$ cat src/rtl/lowest_free_slot_lease_allocator_unit_assert.svh
// Assertion macros used by the allocator top module.
// Each macro expects clk and arst_n in scope.
`ifndef LOWEST_FREE_SLOT_LEASE_ALLOCATOR_UNIT_ASSERT_SVH
`define LOWEST_FREE_SLOT_LEASE_ALLOCATOR_UNIT_ASSERT_SVH

// Same-cycle implication.
`define LFSL_ASSERT_NOW(lbl, ante, cons, msg) \
	lbl: assert property (@(posedge clk) disable iff (!arst_n) (ante) |-> (cons)) \
		else $error(msg);

// Next-cycle implication.
`define LFSL_ASSERT_NEXT(lbl, ante, cons, msg) \
	lbl: assert property (@(posedge clk) disable iff (!arst_n) (ante) |=> (cons)) \
		else $error(msg);

`endif

$ cat src/rtl/lfsl_pkg.sv
`default_nettype none
package lfsl_pkg;

	localparam int SLOTS   = 64;
	localparam int IDX_W   = 6;
	localparam int TIME_W  = 32;
	localparam int AMT_W   = 32;
	localparam int LEASE_W = 33;
	localparam int TOTAL_W = 48;
	localparam int ACT_W   = 7;

	localparam logic [ACT_W-1:0]   ACTIVE_RESET = 7'd64;
	localparam logic [TOTAL_W-1:0] TOTAL_MAX    = {TOTAL_W{1'b1}};

	localparam logic FUNC_EVENT = 1'b0;
	localparam logic FUNC_READ  = 1'b1;

	// word handed from cell to cell
	typedef struct packed {
		logic               vld;
		logic               hit;
		logic [IDX_W-1:0]   idx;
		logic [TOTAL_W-1:0] total;
	} link_t;

	// current item, broadcast to every cell
	typedef struct packed {
		logic               func;
		logic [AMT_W-1:0]   amount;
		logic [LEASE_W-1:0] lease_new;
		logic [IDX_W-1:0]   rd_slot;
		logic [ACT_W-1:0]   active;
	} item_t;

endpackage
`default_nettype wire

$ cat src/rtl/lfsl_cell.sv
`default_nettype none
module lfsl_cell (
	input  wire                        clk,
	input  wire                        arst_n,
	input  wire  [lfsl_pkg::IDX_W-1:0] idx,
	input  wire                        exp_en,
	input  wire  [lfsl_pkg::TIME_W-1:0] exp_time,
	input  wire                        adv,
	input  wire  lfsl_pkg::item_t      item,
	input  wire  lfsl_pkg::link_t      link_in,
	output lfsl_pkg::link_t            link_out
);
	import lfsl_pkg::*;

	logic [LEASE_W-1:0] lease_end_q;
	logic               present_q;
	logic [TOTAL_W-1:0] total_q;
	link_t              link_q;

	logic               expired;
	logic               elig;
	logic               take;
	logic               rd_hit;
	logic [TOTAL_W:0]   sum;
	logic [TOTAL_W-1:0] sat;
	link_t              link_nxt;

	assign expired = !present_q && (lease_end_q <= {1'b0, exp_time});
	assign elig    = present_q && ({1'b0, idx} < item.active);
	assign take    = link_in.vld && !link_in.hit && (item.func == FUNC_EVENT) && elig;
	assign rd_hit  = link_in.vld && (item.func == FUNC_READ) && (idx == item.rd_slot);

	assign sum = {1'b0, total_q} + {{(TOTAL_W + 1 - AMT_W){1'b0}}, item.amount};
	assign sat = sum[TOTAL_W] ? TOTAL_MAX : sum[TOTAL_W-1:0];

	always_comb begin
		link_nxt = link_in;
		if (take) begin
			link_nxt.hit   = 1'b1;
			link_nxt.idx   = idx;
			link_nxt.total = sat;
		end else if (rd_hit) begin
			link_nxt.idx   = idx;
			link_nxt.total = total_q;
		end
	end

	always_ff @(posedge clk or negedge arst_n) begin
		if (!arst_n) begin
			lease_end_q <= '0;
			present_q   <= 1'b1;
			total_q     <= '0;
			link_q      <= '0;
		end else begin
			if (exp_en && expired) begin
				present_q <= 1'b1;
			end
			if (adv) begin
				link_q <= link_nxt;
				if (take) begin
					present_q   <= 1'b0;
					total_q     <= sat;
					lease_end_q <= item.lease_new;
				end
			end
		end
	end

	assign link_out = link_q;

endmodule
`default_nettype wire

$ cat config.mk
export PLATFORM = sky130hd
export DESIGN_NAME = lfsl_cell
export DESIGN_NICKNAME = d
export VERILOG_FILES = /design/src/rtl/lowest_free_slot_lease_allocator_unit_assert.svh /design/src/rtl/lfsl_pkg.sv /design/src/rtl/lfsl_cell.sv
export SDC_FILE = /design/constraint.sdc
export NUM_CORES = 1
export LEC_CHECK = 0
export ABC_AREA = 1
export BUFFER_PORTS_ARGS = -buffer_cell sky130_fd_sc_hd__buf_2
export CAP_MARGIN = 10
export CORE_UTILIZATION = 35
export DETAILED_ROUTE_END_ITERATION = 8
export PLACE_DENSITY = 0.59
export SETUP_SLACK_MARGIN = 0.05
export SYNTH_ARGS = -nofsm -noshare
export SYNTH_HDL_FRONTEND = slang
export SYNTH_SLANG_ARGS = --single-unit
$ cat constraint.sdc
create_clock -name clk -period 2.35 [get_ports clk]
set_clock_uncertainty 0.1 [all_clocks]
set_input_delay 0.705 -clock clk [delete_from_list [all_inputs] [get_ports clk]]
set_output_delay 0.705 -clock clk [all_outputs]
set_load 0.01 [all_outputs]
Yosys cells after proc, flatten, opt, wreduce, memory -nomap -nowiden
Cells that the tools add are included.

operators by class
  add/subtract/negate cells = 1
  magnitude comparators = 2
  equality and inequality tests = 1
  multiplexer cells = 7
  bitwise operators = 1
  reductions and logical operators = 11

operators by type and width
  kind               count
  $mux 54            2
  $add 48x32->49     1
  $mux 48            1
  $le 33x32->1       1
  $logic_and 1x1->1  8
  $lt 6x7->1         1
  $eq 6x6->1         1
  $mux 1             4
  $logic_not 1->1    2
  $reduce_and 2->1   1
  $not 1->1          1

storage, ports and cells
  register bits after elaboration = 138
  output and inout port bits = 56
  word-level logic and storage cells = 30

Depth between registers and ports, before layout
Gate-level depths: netlist (run 1).

  depth in word-level cells = 6
  gate-level depth with buffers = 15
  depth with buffers taken out = 15

Worst setup path after synthesis (run 1)
No wires, ideal clock.

  path kind = input -> register
  start = input port item[46] (netlist name)
  end = register link_q (netlist bit link_out[23])
  setup time = 0.125 ns
  arrival time = 2.360 ns
  required time = 2.125 ns
  slack = -0.235 ns
  stages = 15
  path buffers = 1
  cells stage by stage = ha_1 > fa_1 > nand3_1 > nand3_2 > nand2_1 > nand2_2 > nand2_1 > nand2_2 > nand2_1 > nand2_2 > nand2_4 > buf_6 > o21ai_2 > nand2_2 > nand3_2

between the ends
  longest elaborated chain between the ends = 3

ends and longest elaborated chain
  item                    line             RTL
  start: declaration      lfsl_cell.sv:9   input wire lfsl_pkg::item_t item,
  $add 48x32->49          lfsl_cell.sv:33  assign sum = {1'b0, total_q} + {{(TOTAL_W + 1 - AMT_W){1'b0}}, item.amount};
  $mux 48                 lfsl_cell.sv:34  assign sat = sum[TOTAL_W] ? TOTAL_MAX : sum[TOTAL_W-1:0];
  $mux 54                 lfsl_cell.sv:38  if (take) begin
  end signal: assignment  lfsl_cell.sv:59  link_q <= link_nxt;
  end: declaration        lfsl_cell.sv:18  link_t link_q;

No other way between the ends.
A chain may end at the register's enable or synchronous reset.

Worst setup path in the final report (run 1)
  start = input port idx[4] (netlist name)
  end = register link_q (netlist bit link_out[32])

between the ends
  longest elaborated chain between the ends = 4

ends and longest elaborated chain
  item                                          line                              RTL
  start: declaration                            lfsl_cell.sv:5                    input wire [lfsl_pkg::IDX_W-1:0] idx,
  $lt 6x7->1 or $eq 6x6->1 (tied branches)      lfsl_cell.sv:29, lfsl_cell.sv:31
  $logic_and 1x1->1, on equally long branches   lfsl_cell.sv:29, lfsl_cell.sv:31
  $logic_and 1x1->1 or $mux 54 (tied branches)  lfsl_cell.sv:30, lfsl_cell.sv:42
  $mux 54 (*)                                   lfsl_cell.sv:38

Every way passes the cells marked *; elsewhere a longest branch is shown, timed or not.

==> flow_summary.ini, run 1 <==
[route]
first_pass_iters = 7
vias_per_cell = 4.75
post_drt_wl_per_cell_um = 15.0
drc = 0
ant_nets = 0
vias = 11500
wl_um = 36400
drt-initial-drc-count = 616

[timing]
setup_tns_ns = 0
setup_viol = 0
period_share = 0.956
period_needed_ns = 2.25
slew-limit-headroom = 0.678
fmax_ghz = 0.445
holdWs_ns = 0.0640
hold_viol_final = 0
worst_pin_slew_ns = 0.481
slew_violations = 0
grt_setup_unrepaired = true

[global_route]
grt_max_degree = 51
grt-ovfl-total = 0
grt_util_all_layers = 0.236
antenna_found_initial = 0
grt_pass1_wl_um = 57900
grt_pass1_vias = 11400

[layout]
final_nets = 2267
utilization = 0.500
fin_area_sq_um = 15000
drive_gt1_frac = 0.314
syn2layout_area_growth_pct = 38.7

[placed_design]
dpl.hpwl_um = 29000
placed_cell_area_sq_um = 13500
gp_congestion = 0.913
port_buffers = 232

[yosys]
yosysUniqueCellTypes = 43
syn-num-nets = 1908
synthFlopType = dfrtp_1
syn_avg_cell_area_sq_um = 6.50
netlist_top_cells_area = dfrtp_1 32%, nand2_1 23%, inv_1 8.8%
synth.most_common_cell = nand2_1
seq_area_frac_synth = 0.320
synth_cells = 1661
synth-simple-area-share = 0.368
netlist_area_sq_um = 10800
synth_compound_area_frac = 0.100
synth_top_family_by_area = simple AND/OR/NAND/NOR gates
ys_async_sr_fraction = 1.00
synth_xor_area_frac = 0.0162
synth_top_area_cell = dfrtp_1
synth_common_cells = 662 x nand2_1, 252 x inv_1, 137 x dfrtp_1, 102 x nor2_1, 90 x nand3_1
synthMuxAreaShare = 0
yosysTopAreaCellShare = 0.318
ys_ff_latch = 138
synth_edf_count = 0
synthAdderAreaFrac = 0.0818
synth.yosys.warnings = 0

[cts]
cts-buffers-inserted = 17
cts.sinks = 138
htreeDepth = 4
clkLatencyLatePin_ns = 0.44
root_buffer = clkbuf_16
cts_max_path_buffers = 2
cts_tree = built
clkTransAtPathRegs_ns = 0.07
hold_buffers = 0

[floorplanning]
die_w_um = 178
core-area_sq_um = 30000
die_y_um = 178
fp-row-count = 63
initial_core_util = 0.360
design.die.area_sq_um = 31500
io_pins = 233

[power]
ir_drop_uv = 566
p_leak_nw = 8.24
powerDensity_nw_per_um2 = 957
total_power_mw = 14.3

[min_path]
hp-class = in2async

[worst_setup_path]
required_ns = 2.62
cpPeakStageDelay_ns = 0.30
worst_path_max_delay_cell = ha_1
path_class = in2reg
worstPathArrival_ns = 2.52
cpMostUsedCell = a21oi_1
cp_max_fo = 38
crit_path_end_kind = flip-flop
path_cells = buf_2, ha_1, a21oi_1, o21ai_0, a21oi_1, nand2_2, nor2_4, buf_12, o211ai_1, buf_4, nand2_1
cp-start-kind = primary input

[outcome]
status = complete, no violations

[flow_run]
maxCapViolations = 0
cells by family (layout without fill, tap and decap cells):
family                     after synthesis  after routing
and+or+nand+nor                        942            943
buffers and inverters                  303            673
AOI/OAI and AO/OA                      188            188
DFF                                    138            138
adders and majority gates               70             70
xor gates and xnor gates                20             20
other                                    0              1
worst paths after layout:
check / from / endpoint / slack, ns / depth (start not counted)
max in group asynchronous: arst_n / present_q / 1.46 / 2
max: idx[4] / link_out[32] / 0.10 / 11
min reg2reg: lease_end_q[14] / lease_end_q[14] / 0.37 / 2
max reg2reg: total_q[0] / link_out[32] / 0.10 / 14
min in group clk: item[41] / lease_end_q[28] / 0.36 / 3
min: arst_n / total_q[44] / 0.06 / 1
metal layers:
metal  vias to the layer above  share of wire  routed length, um  track usage
li1                       5904              -                  -            -
met1                      5302           0.45              16300        0.306
met2                       266           0.48              17600        0.399
met3                        40          0.050               1800       0.0383
met4                         0          0.019                685       0.0698
met5                         -              0                  0            0
timing repair:
item | CTS | global route
buffers inserted | 5 | 5
cloned | 1 | 0
setup endpoints to repair | 64 | 96
resized for setup | 33 | 140
pin swaps | 5 | 14
per-stage QoR:
| step | setup slack [ns] | std cells |
|---|---|---|
| global placement | -0.577 | 2380 |
| global route | -0.00370 | 2422 |
| finish | 0.104 | 2423 |
| floorplan | -0.152 | 1661 |
| detailed placement | -0.535 | 2380 |
| CTS | 0.0492 | 2417 |
power breakdown:
group / switching [mW] / internal [mW] / total, mW
Sequential: 0.492 / 3.01 / 3.50
Clock: 1.15 / 1.57 / 2.72
Combinational: 4.57 / 3.54 / 8.12
flip-flops by register name, indices dropped and copies added, names as in the netlist:
name and flops:
link_out 56, total_q 48, lease_end_q 33, present_q 1
critical path: cells and delay by family:
family	cells	cell delay, ns
buffers and inverters	3	0.52
adders and majority gates	1	0.30
and+or+nand+nor	3	0.43
AOI/OAI and AO/OA	4	0.55
cell type report:
cell class / count / area, sq um
Antenna cell: 1 / 2.50
Clock buffer: 18 / 429
Clock inverter: 13 / 145
Fill cell: 3109 / 15000
Inverter: 262 / 983
Multi-Input combinational cell: 1221 / 6990
Sequential cell: 138 / 3460
Tap cell: 390 / 488
Timing Repair Buffer: 380 / 2470
placed cells by master (no fill, tap or decap), drive strengths merged, types with 4 or more instances in the layout:
master and count:
xor2 19, nor3 12, a21boi 15, clkinv 6
nand3 109, dfrtp 137, buf 380, inv 264
ha 69, o211ai 27, nand4 13, o21ai 81
a21oi 57, nand2 685, clkbuf 18, nor2 111
nand3b 4
Note: power is estimated with default switching activity, not from simulation.
==> inputs of run 2 (changes only) <==
==> constraint.sdc (replaced) <==
create_clock -name clk -period 2.35 [get_ports clk]
set_clock_uncertainty 0.1 [all_clocks]
set_input_delay 0.235 -clock clk [delete_from_list [all_inputs] [get_ports clk]]
set_output_delay 0.235 -clock clk [all_outputs]
set_load 0.01 [all_outputs]
==> run 2 against run 1 <==
Compared with the run above:
- combinational power is 9.6% lower
- sequential cell count unchanged
- wire length decreased by 0.30%
- register-to-register slack got worse by 0.02 ns
- non-clock buffer count decreased by 28
- cell area decreased by 1.1%
- sequential share of layout area increased by 0.24 points
- largest cell class unchanged
- largest power group unchanged
==> flow_summary.ini, run 2 (synthesized netlist as in run 1, its figures left out) <==
[timing]
slew-limit-headroom = 0.543
fmax_ghz = 0.441
holdWs_ns = 0.0184
period_needed_ns = 2.27
worst_pin_slew_ns = 0.686
hold_viol_final = 0
period_share = 0.966
slew_violations = 0
finalWorstSetupSlack_ns = 0.0811
setup_viol = 0
setup_tns_ns = 0
grt_setup_unrepaired = true

[floorplanning]
die_y_um = 178
io_pins = 233
core-area_sq_um = 30000
fp-row-count = 63
die_w_um = 178
design.die.area_sq_um = 31500
initial_core_util = 0.360

[worst_setup_path]
path_class = reg2reg
crit_path_end_kind = flip-flop
cp_max_fo = 3
cp-start-kind = flip-flop
required_ns = 2.57
worstPathArrival_ns = 2.49

[cts]
cts_max_path_buffers = 2
cts.sinks = 138
cts-buffers-inserted = 17
clkLatencyLatePin_ns = 0.44
root_buffer = clkbuf_16
clkTransAtPathRegs_ns = 0.07
htreeDepth = 4
cts_tree = built

[placed_design]
gp_congestion = 0.948
dpl.hpwl_um = 27500
placed_cells = 2295
dp_worst_setup_slack_ns = -0.0959
placed_cell_area_sq_um = 12700
port_buffers = 232

[global_route]
grt_max_degree = 68
grt-ovfl-total = 0
grt_pass1_wl_um = 56000
grt_pass1_vias = 11100
grt_util_all_layers = 0.229
antenna_found_initial = 0

[outcome]
status = complete, no violations

[power]
total_power_mw = 13.8
powerDensity_nw_per_um2 = 931
p_leak_nw = 8.07
ir_drop_uv = 554

[layout]
final_common_cell = nand2_1
most-common-layout-cells = 626 x nand2_1, 248 x inv_1, 231 x buf_2, 136 x dfrtp_1, 76 x nand3_1
fillers = 3066
fin_area_sq_um = 14800
drive_gt1_frac = 0.264
final_cells = 2396
final_nets = 2240
diodes = 0
utilization = 0.494
largest_reg_flops = 56
syn2layout_area_growth_pct = 37.2

[route]
first_pass_iters = 5
vias_per_cell = 4.76
wl_um = 36300
drc = 0
vias = 11400
post_drt_wl_per_cell_um = 15.1
drt-initial-drc-count = 626
ant_nets = 0

[flow_run]
maxCapViolations = 0

[min_path]
hp-class = in2reg
## run 2: changes by cell type in the layout (fill, tap and decap cells not counted), sizes merged, moves of 2 or more
cell / before / now
buf: 380 / 289
clkinv: 6 / 4
dlygate4sd3: 0 / 63
inv: 264 / 266
## run 2: per-layer routing
metal  GRT usage  part of all wire
met5           0                 0
met4      0.0666             0.017
met3      0.0336             0.042
met2       0.390              0.48
met1       0.298              0.46
## run 2: area by class of cell
type                            instances  area [sq um]  area share
Sequential cell                       138          3460       0.233
Clock buffer                           19           443      0.0299
Timing Repair Buffer                  352          2330       0.158
Inverter                              262           983      0.0664
Multi-Input combinational cell       1222          6920       0.467
Tap cell                              390           488      0.0330
Clock inverter                         13           183      0.0123
## run 2: repair_timing
| item | in CTS | in global routing |
|---|---|---|
| cloned | 2 | 0 |
| endpoints found under the setup margin | 80 | 96 |
| setup buffers | 2 | 2 |
| pin swaps | 1 | 12 |
| endpoints found under the hold margin | 110 | 0 |
| hold buffers | 63 | 0 |
| resized for setup | 38 | 135 |
## run 2: where the power goes
part / internal, mW / switching, mW
Combinational: 2.97 / 4.37
Clock: 1.73 / 1.20
Sequential: 3.00 / 0.516
Total: 7.71 / 6.08
## run 2: worst paths after layout
kind,from,end,slack (ns),depth (start not counted)
min,link_in[39],link_out[39],0.02,5
max reg2reg,total_q[0],total_q[46],0.08,13
max,total_q[0],total_q[46],0.08,13
min reg2reg,lease_end_q[23],lease_end_q[23],0.38,2
min in group asynchronous,arst_n,link_out[21],0.24,2
max in group asynchronous,arst_n,present_q,1.26,3
## run 2: critical path: stages, from the launching register on
cell     delay [ns]
dfrtp_1        0.41
ha_4           0.18
fa_2           0.35
buf_4          0.16
nand2_1        0.06
nand3_1        0.16
nand2_1        0.12
nand2_2        0.13
nand2_2        0.13
nand3_1        0.08
nand2_1        0.06
nand3_1        0.06
nand2_1        0.09
nand2_1        0.06
==> inputs of run 3 (changes only) <==
- SETUP_SLACK_MARGIN: 0.05 -> 0.2
==> run 3 against run 2 <==
Compared with the run above:
- maximum frequency increased by 1.0%
- sequential share of layout area is 0.56 points lower
- sequential cell count unchanged
- die area is the same
- setup slack gained 0.024 ns
- sequential power is essentially flat
- wire length increased by 2.7%
- critical path type unchanged
- largest power group unchanged
- total power grew 3.5%
- clock power is 4% lower
- register-to-register slack better by 0.02 ns
==> flow_summary.ini, run 3 (synthesized netlist as in run 1, its figures left out) <==
[outcome]
status = complete, no violations

[placed_design]
placed_cells = 2299
dp_worst_setup_slack_ns = -0.107
dpl.hpwl_um = 28300
gp_congestion = 0.950
port_buffers = 232

[worst_setup_path]
worstPathArrival_ns = 2.45
crit_path_end_kind = flip-flop
cp-start-kind = flip-flop
rr_worst_depth = 15
required_ns = 2.56
cp_max_fo = 7
path_class = reg2reg

[global_route]
antenna_found_initial = 0
grt_max_degree = 68
grt_util_all_layers = 0.239
grt-ovfl-total = 0
grt_pass1_wl_um = 58800
grt_pass1_vias = 11400

[floorplanning]
io_pins = 233
die_w_um = 178
initial_core_util = 0.360
fp-row-count = 63
design.die.area_sq_um = 31500
core-area_sq_um = 30000
die_y_um = 178

[route]
post_drt_wl_per_cell_um = 15.5
ant_nets = 0
wl_um = 37200
vias = 11600
drt-initial-drc-count = 590
first_pass_iters = 5
vias_per_cell = 4.83
drc = 0

[power]
total_power_mw = 14.3
p_leak_nw = 8.21
powerDensity_nw_per_um2 = 941
ir_drop_uv = 517

[cts]
root_buffer = clkbuf_16
cts_tree = built
cts_max_path_buffers = 2
clkTransAtPathRegs_ns = 0.07
htreeDepth = 4
clkLatencyLatePin_ns = 0.43
cts.sinks = 138
cts-buffers-inserted = 17

[layout]
diodes = 0
drive_gt1_frac = 0.292
largest_reg_flops = 56
most-common-layout-cells = 609 x nand2_1, 246 x inv_1, 231 x buf_2, 135 x dfrtp_1, 69 x nand3_1
final_cells = 2404
syn2layout_area_growth_pct = 40.6
final_common_cell = nand2_1
fillers = 3019
final_nets = 2249

[timing]
setup_viol = 0
worst_pin_slew_ns = 0.703
period_needed_ns = 2.25
fmax_ghz = 0.445
hold_viol_final = 0
grt_setup_unrepaired = true
period_share = 0.955
slew_violations = 0
holdWs_ns = 0.0153
slew-limit-headroom = 0.531
finalWorstSetupSlack_ns = 0.105
setup_tns_ns = 0

[min_path]
hp-class = in2reg
holdPathStages = 3

[flow_run]
maxCapViolations = 0
## run 3: final timing paths
| path | to | startpoint | slack [ns] |
|---|---|---|---|
| max | total_q[28] | total_q[0] | 0.10 |
| min | link_out[22] | link_in[22] | 0.02 |
| max reg2reg | total_q[28] | total_q[0] | 0.10 |
| min reg2reg | lease_end_q[3] | lease_end_q[3] | 0.38 |
| max in group asynchronous | total_q[30] | arst_n | 1.23 |
| min in group asynchronous | link_out[42] | arst_n | 0.26 |
## run 3: metrics by stage
| step | instance area, sq um | utilization |
|---|---|---|
| floorplan | 10800 | - |
| global placement | 12700 | 0.425 |
| detailed placement | 12700 | 0.425 |
| CTS | 14600 | 0.488 |
| global route | 15200 | 0.507 |
| finish | 15200 | 0.507 |
## run 3: final cells by class
cell class	instances	area [sq um]	share of cell area
clock inverter	12	138	0.00907
multi-input combinational	1221	7250	0.478
tap	390	488	0.0322
clock buffer	19	453	0.0298
sequential	138	3460	0.228
timing repair buffer	362	2410	0.159
inverter	262	986	0.0650
## run 3: what timing repair did
item,4_1_cts,5_1_grt
buffers inserted,4,11
hold buffers,58,0
endpoints found under the hold margin,106,0
gates resized for setup,137,122
gates cloned,1,0
endpoints found under the setup margin,96,101
pin swaps,9,20
## run 3: metal layers
layer	global-route usage	wire length, um
met1	0.310	16900
met2	0.400	17700
met3	0.0379	1700
met4	0.0808	1010
met5	0	0
## run 3: worst max-delay path: stages (launching register included)
cell and delay, ns:
dfrtp_1 0.41, ha_4 0.18, fa_2 0.35, nand3_2 0.07, nand3_2 0.07, nand2_2 0.06, nand2_2 0.06, nand2_2 0.06
nand2_2 0.07, nand2_2 0.08, nand2_4 0.10, nand2_8 0.15, buf_8 0.15, nand3_2 0.08, nand2_2 0.07, nand2_1 0.07
## run 3: power by group
group          internal, mW  total, mW  switching, mW  leakage (nW)
combinational          3.27       7.99           4.72          6.21
clock                  1.63       2.80           1.17         0.287
sequential             3.01       3.50          0.491          1.72
total                  7.90       14.3           6.38          8.21
